**src/rtl/btff_pkg.sv**
```systemverilog
// Shared types, widths and microcode field codes for the boundary-tag allocator.
package btff_pkg;

    // Field widths fixed by the request and response transactions
    localparam int REQ_BYTES_W    = 14;
    localparam int INDEX_W        = 12;
    localparam int NEED_W         = 13;
    localparam int HEAP_WORDS_DEF = 4096;

    // Request kinds
    localparam logic REQ_ALLOC = 1'b0;
    localparam logic REQ_FREE  = 1'b1;

    // Response status codes
    localparam logic ST_DONE  = 1'b0;
    localparam logic ST_NOFIT = 1'b1;

    // Microprogram steps
    typedef enum logic [4:0] {
        S_CLR, S_IDLE, S_DISP,
        S_AL0, S_AL1, S_AL2, S_AF0, S_AF1, S_AF2, S_AF3,
        S_F0, S_F1, S_F2, S_F3, S_F4, S_F5, S_F5B, S_F6, S_F7, S_F8, S_F9, S_F10,
        S_ROK, S_RFAIL, S_RFREE
    } step_t;

    // Branch conditions
    typedef enum logic [3:0] {
        C_ALWAYS, C_IN_VALID, C_IS_FREE, C_SCAN_STOP, C_FIT, C_SPLIT, C_IDX_OK,
        C_FREE_OK, C_NEXT_IN, C_MERGE, C_HAS_PREV, C_PREV_OK, C_OUT_FREE, C_CLR_LAST
    } cond_t;

    // Tag store read address select
    typedef enum logic [2:0] {
        RA_ZERO, RA_P_ADV, RA_IDX, RA_BASE_SZ, RA_BASE_M1, RA_BASE_BACK
    } ra_t;

    // Tag store write address select
    typedef enum logic [2:0] {
        WA_CLR, WA_BASE, WA_BASE_NEED_M1, WA_BASE_NEED, WA_BASE_SZ_M1
    } wa_t;

    // Size field of the written tag
    typedef enum logic [2:0] {
        WS_INIT, WS_NEED, WS_REM, WS_SZ, WS_TOT
    } ws_t;

    typedef enum logic [1:0] { PS_HOLD, PS_ZERO, PS_ADV } p_src_t;
    typedef enum logic [1:0] { BS_HOLD, BS_P, BS_IDX, BS_BACK } base_src_t;
    typedef enum logic [1:0] { SS_HOLD, SS_DATA, SS_TOT } sz_src_t;
    typedef enum logic [1:0] { RS_NONE, RS_OK, RS_FAIL, RS_FREE } res_t;

    // One control word of the microprogram
    typedef struct packed {
        cond_t     cond;
        step_t     jt;
        step_t     jf;
        logic      in_rdy;
        ra_t       ra;
        logic      we;
        wa_t       wa;
        ws_t       ws;
        logic      wu;
        p_src_t    p_src;
        base_src_t base_src;
        sz_src_t   sz_src;
        logic      ld_used;
        logic      ld_tot;
        res_t      res;
        logic      clr_inc;
    } ctl_t;

    // Condition flags returned by the datapath
    typedef struct packed {
        logic in_valid;
        logic is_free;
        logic scan_stop;
        logic fit;
        logic split;
        logic idx_ok;
        logic free_ok;
        logic next_in;
        logic merge;
        logic has_prev;
        logic prev_ok;
        logic out_free;
        logic clr_last;
    } flags_t;

endpackage

```
**src/rtl/btff_useq.sv**
```systemverilog
// Microprogram sequencer: step counter, control store and conditional branching.
module btff_useq (
    input  logic            clk,
    input  logic            rst_n,
    input  btff_pkg::flags_t flags,
    output btff_pkg::ctl_t   ctl
);
    import btff_pkg::*;

    // Control store: one word per step
    function automatic ctl_t ucode(input step_t s);
        ctl_t w;
        w          = '0;
        w.cond     = C_ALWAYS;
        w.jt       = S_IDLE;
        w.jf       = S_IDLE;
        w.ra       = RA_ZERO;
        w.wa       = WA_BASE;
        w.ws       = WS_SZ;
        w.p_src    = PS_HOLD;
        w.base_src = BS_HOLD;
        w.sz_src   = SS_HOLD;
        w.res      = RS_NONE;
        case (s)
            S_CLR:
            begin
                w.we = 1'b1; w.wa = WA_CLR; w.ws = WS_INIT; w.clr_inc = 1'b1;
                w.cond = C_CLR_LAST; w.jt = S_IDLE; w.jf = S_CLR;
            end
            S_IDLE:
            begin
                w.in_rdy = 1'b1; w.cond = C_IN_VALID; w.jt = S_DISP; w.jf = S_IDLE;
            end
            S_DISP:
            begin
                w.cond = C_IS_FREE; w.jt = S_F0; w.jf = S_AL0;
            end
            S_AL0:
            begin
                w.p_src = PS_ZERO; w.ra = RA_ZERO; w.jt = S_AL1; w.jf = S_AL1;
            end
            S_AL1:
            begin
                w.base_src = BS_P; w.p_src = PS_ADV; w.sz_src = SS_DATA; w.ld_used = 1'b1;
                w.ra = RA_P_ADV; w.cond = C_SCAN_STOP; w.jt = S_AL2; w.jf = S_AL1;
            end
            S_AL2:
            begin
                w.cond = C_FIT; w.jt = S_AF0; w.jf = S_RFAIL;
            end
            S_AF0:
            begin
                w.we = 1'b1; w.wa = WA_BASE; w.ws = WS_NEED; w.wu = 1'b1;
                w.jt = S_AF1; w.jf = S_AF1;
            end
            S_AF1:
            begin
                w.we = 1'b1; w.wa = WA_BASE_NEED_M1; w.ws = WS_NEED; w.wu = 1'b1;
                w.cond = C_SPLIT; w.jt = S_AF2; w.jf = S_ROK;
            end
            S_AF2:
            begin
                w.we = 1'b1; w.wa = WA_BASE_NEED; w.ws = WS_REM;
                w.jt = S_AF3; w.jf = S_AF3;
            end
            S_AF3:
            begin
                w.we = 1'b1; w.wa = WA_BASE_SZ_M1; w.ws = WS_REM;
                w.jt = S_ROK; w.jf = S_ROK;
            end
            S_F0:
            begin
                w.base_src = BS_IDX; w.ra = RA_IDX;
                w.cond = C_IDX_OK; w.jt = S_F1; w.jf = S_RFREE;
            end
            S_F1:
            begin
                w.sz_src = SS_DATA; w.cond = C_FREE_OK; w.jt = S_F2; w.jf = S_RFREE;
            end
            S_F2:
            begin
                w.we = 1'b1; w.wa = WA_BASE; w.ws = WS_SZ; w.jt = S_F3; w.jf = S_F3;
            end
            S_F3:
            begin
                w.we = 1'b1; w.wa = WA_BASE_SZ_M1; w.ws = WS_SZ; w.ra = RA_BASE_SZ;
                w.cond = C_NEXT_IN; w.jt = S_F4; w.jf = S_F6;
            end
            S_F4:
            begin
                w.ld_tot = 1'b1; w.cond = C_MERGE; w.jt = S_F5; w.jf = S_F6;
            end
            S_F5:
            begin
                w.we = 1'b1; w.wa = WA_BASE; w.ws = WS_TOT; w.sz_src = SS_TOT;
                w.jt = S_F5B; w.jf = S_F5B;
            end
            S_F5B:
            begin
                w.we = 1'b1; w.wa = WA_BASE_SZ_M1; w.ws = WS_SZ; w.jt = S_F6; w.jf = S_F6;
            end
            S_F6:
            begin
                w.ra = RA_BASE_M1; w.cond = C_HAS_PREV; w.jt = S_F7; w.jf = S_RFREE;
            end
            S_F7:
            begin
                w.base_src = BS_BACK; w.ra = RA_BASE_BACK;
                w.cond = C_PREV_OK; w.jt = S_F8; w.jf = S_RFREE;
            end
            S_F8:
            begin
                w.ld_tot = 1'b1; w.cond = C_MERGE; w.jt = S_F9; w.jf = S_RFREE;
            end
            S_F9:
            begin
                w.we = 1'b1; w.wa = WA_BASE; w.ws = WS_TOT; w.sz_src = SS_TOT;
                w.jt = S_F10; w.jf = S_F10;
            end
            S_F10:
            begin
                w.we = 1'b1; w.wa = WA_BASE_SZ_M1; w.ws = WS_SZ;
                w.jt = S_RFREE; w.jf = S_RFREE;
            end
            S_ROK:
            begin
                w.res = RS_OK; w.cond = C_OUT_FREE; w.jt = S_IDLE; w.jf = S_ROK;
            end
            S_RFAIL:
            begin
                w.res = RS_FAIL; w.cond = C_OUT_FREE; w.jt = S_IDLE; w.jf = S_RFAIL;
            end
            S_RFREE:
            begin
                w.res = RS_FREE; w.cond = C_OUT_FREE; w.jt = S_IDLE; w.jf = S_RFREE;
            end
            default:
            begin
                w.jt = S_IDLE; w.jf = S_IDLE;
            end
        endcase
        return w;
    endfunction

    step_t upc_reg;
    step_t upc_next;
    logic  cond_true;

    assign ctl = ucode(upc_reg);

    // Condition select
    always_comb
    begin
        case (ctl.cond)
            C_ALWAYS:    cond_true = 1'b1;
            C_IN_VALID:  cond_true = flags.in_valid;
            C_IS_FREE:   cond_true = flags.is_free;
            C_SCAN_STOP: cond_true = flags.scan_stop;
            C_FIT:       cond_true = flags.fit;
            C_SPLIT:     cond_true = flags.split;
            C_IDX_OK:    cond_true = flags.idx_ok;
            C_FREE_OK:   cond_true = flags.free_ok;
            C_NEXT_IN:   cond_true = flags.next_in;
            C_MERGE:     cond_true = flags.merge;
            C_HAS_PREV:  cond_true = flags.has_prev;
            C_PREV_OK:   cond_true = flags.prev_ok;
            C_OUT_FREE:  cond_true = flags.out_free;
            C_CLR_LAST:  cond_true = flags.clr_last;
            default:     cond_true = 1'b1;
        endcase
        upc_next = cond_true ? ctl.jt : ctl.jf;
    end

    // Step counter; reset starts the clearing pass
    always_ff @(posedge clk or negedge rst_n)
    begin
        if (!rst_n)
        begin
            upc_reg <= S_CLR;
        end
        else
        begin
            upc_reg <= upc_next;
        end
    end

endmodule

```
**config.mk**
```make
export PLATFORM = sky130hd
export DESIGN_NAME = btff_useq
export DESIGN_NICKNAME = d
export VERILOG_FILES = /design/src/rtl/btff_pkg.sv /design/src/rtl/btff_useq.sv
export SDC_FILE = /design/constraint.sdc
export NUM_CORES = 1
export LEC_CHECK = 0
export BUFFER_PORTS_ARGS = -buffer_cell sky130_fd_sc_hd__buf_2
export CORE_MARGIN = 4
export CORE_UTILIZATION = 30
export DETAILED_ROUTE_END_ITERATION = 8
export SETUP_SLACK_MARGIN = 0.5
export SYNTH_ARGS = -nofsm -noshare
export SYNTH_HDL_FRONTEND = slang
export SYNTH_SLANG_ARGS = --single-unit
```
**constraint.sdc**
```tcl
create_clock -name clk -period 2.7 [get_ports clk]
set_input_delay 0 -clock clk [delete_from_list [all_inputs] [get_ports clk]]
set_output_delay 0 -clock clk [all_outputs]
set_load 0.03 [all_outputs]
```
==> metrics.yaml <==
finalClockSkew_ps: 1.16
routabilityCongestion: 0.888
drtIter0Drc: 146
cts_buffer_depth: 2
grt_start_max_net_pins: 23
clock.fmax_mhz: 409
root_buffer: "clkbuf_8"
worstMarginPinSlew_ps: 376
port_buffers: 51
overflow: 0
arrival_ps: 2550
cts_tree: "yes"
rr_startpoint: "upc_reg[3]$_DFF_PN0_"
async_flop_share_pct: 100
path_max_fanout: 7
clk_pin_slew_ps: 40
syn_area_mm2: 0.00139
drive_gt1_share_pct: 47.0
nFillCells: 442
die_h_um: 76.0
hold_path.class: "in2async"
synth_nets: 220
synth_edf_count: 0
clock-sinks: 5
syn_to_final_growth_pct: 52.4
setup_viol: 0
slew_headroom_pct: 74.9
largest_register_ffs: 5
fp.dieArea_mm2: 0.00578
finalNetCount: 280
grt_pass1_vias: 1769
drc: 0
ant_nets: 0
track_usage_pct: 18.4
dr_total_vias: 1873
num_antenna_cells: 0
num_rows: 24
cp_top_family: "compound AO/OA/AOI/OAI gates"
first_pass_iters: 5
min_period_ps: 2440
dp_hpwl_um: 3910
seq_area_frac_synth_pct: 9.01
synth_cells: 205
rsz0062_at_grt: "true"
cts_buffers: 3
drv_cap: 0
cp_slowest_cell: "dfrtp_2"
critPathCaptureType: "register"
wire_per_inst_um: 17.9
core_mm2: 0.00441
clk_latency_ps: 230
multiInputGateArea_mm2: 0.00128
slew_violations: 0
die_w_um: 76.0
cts-htree-levels: 1
hold_viol: 0
r2r_setup_slack_ps: 260
start_util_pct: 31.5
period_share_pct: 90.5
worstPathCellList: "nand2b_4 > a311oi_4 > a211oi_4 > mux2i_1 > o41ai_2 > a311o_4 > mux2_4"
grt_first_pass_wirelength_um: 9030
seqCellArea_um2: 131
worstSetupPathType: "reg2reg"
wirelength_um: 5670
ios: 52
critical_path.max_stage_delay_ps: 480
path_buf_inv: 0
critPathLaunch: "upc_reg[3]$_DFF_PN0_"
ys_types: 52
worstPathRequired_ps: 2810
synth_top_flop_cell: "dfrtp_1"
ys_ff_latch: 5
syn-mean-instance-area_um2: 6.77
final.setup.tns_ps: 0
avgViaCountPerCell: 5.93
antenna_found_initial: 0
yosys_warnings: 0
critPathLaunchType: "register"
outcome: "finished clean"
-- stage by stage --
step,hold WS [ps],std cells,setup slack (ps),utilization [%],cell area [um^2]
2_1_floorplan,-296,205,432,-,1450
3_3_place_gp,-180,299,186,41.0,1810
3_5_place_dp,-179,299,136,41.0,1810
4_1_cts,116,313,336,46.5,2050
5_1_grt,132,316,208,48.0,2120
6_report,115,316,256,48.0,2120
-- layout make-up --
type,instances,share of cell area [%]
Clock buffer,4,2.13
Tap cell,52,3.07
Multi-Input combinational cell,173,60.5
Timing Repair Buffer,79,27.5
Inverter,3,0.532
Sequential cell,5,6.21
-- Yosys cell counts, drive strengths merged (2+ instances only) --
cell     n  area, um^2
and2     5        31.3
nand3    3        15.0
xnor2    4        42.6
dfrtp    5         125
a21oi   19        95.1
o221ai   3        26.3
inv      2        7.51
o22a     2        17.5
o22ai    9        56.3
a311oi   4        41.3
nor2b    6        37.5
a22oi    4        30.0
nor3     4        20.0
nor2    22        85.1
o21a     4        30.0
nand2   23        86.3
a21o     2        15.0
clkbuf   7        26.3
or2      3        18.8
or3      2        12.5
mux2i    4        40.0
a211oi   4        35.0
nand2b  10        85.1
buf     17        98.8
o21ai   16        80.1
mux2     6        86.3
-- worst register-to-register path, stage by stage, from the launching register on --
cell and delay, ps:
dfrtp_2 480, nand2b_4 210, a311oi_4 110, a211oi_4 330
mux2i_1 300, o41ai_2 120, a311o_4 460, mux2_4 320
-- metal layers --
metal | GRT usage [%] | share of wire, % | vias up
li1 | - | - | 870
met1 | 25.4 | 41 | 881
met2 | 29.1 | 49 | 107
met3 | 1.89 | 7.4 | 15
met4 | 7.12 | 3.1 | 0
met5 | 0 | 0 | -
-- placed cells by master (no fill, tap or decap), drive strengths merged, types with 5 or more instances in the layout --
cell type,synthesis,final
nand2,23,23
and2,5,5
o22ai,9,9
mux2,6,6
nor2b,6,6
nor2,22,22
buf,17,76
nand2b,10,10
a21oi,19,19
dfrtp,5,5
o21ai,16,16
-- final timing paths --
path / endpoint / cells after the start
worst min register to register: upc_reg[4]$_DFF_PN0_ / 4
worst max-delay path: upc_reg[3]$_DFF_PN0_ / 7
max in group asynchronous: upc_reg[4]$_DFF_PN0_ / 2
worst min-delay path: upc_reg[1]$_DFF_PN0_ / 2
worst max register to register: upc_reg[3]$_DFF_PN0_ / 7
min in group clk: upc_reg[1]$_DFF_PN0_ / 5
-- kinds of logic (layout without fill, tap and decap cells) --
kind of cell    after synthesis  after routing  share of synthesized area, %
compound gates               77             77                          38.6
xor+xnor                      4              4                          3.06
buf+inv                      27             86                          9.82
flops                         5              5                          9.01
mux                          10             10                          9.10
simple gates                 82             82                          30.4
-- repair_timing --
item                                    4_1_cts  5_1_grt
hold endpoints to repair                      5        0
hold buffers                                  1        0
endpoints found under the setup margin        5        5
pin swaps                                     4        7
setup buffers                                 7        3
gates cloned                                  2        0
resized for setup                            19        8
Power is not shown: default switching activity piles up to over one toggle a cycle in this logic, so the estimate is an artifact.
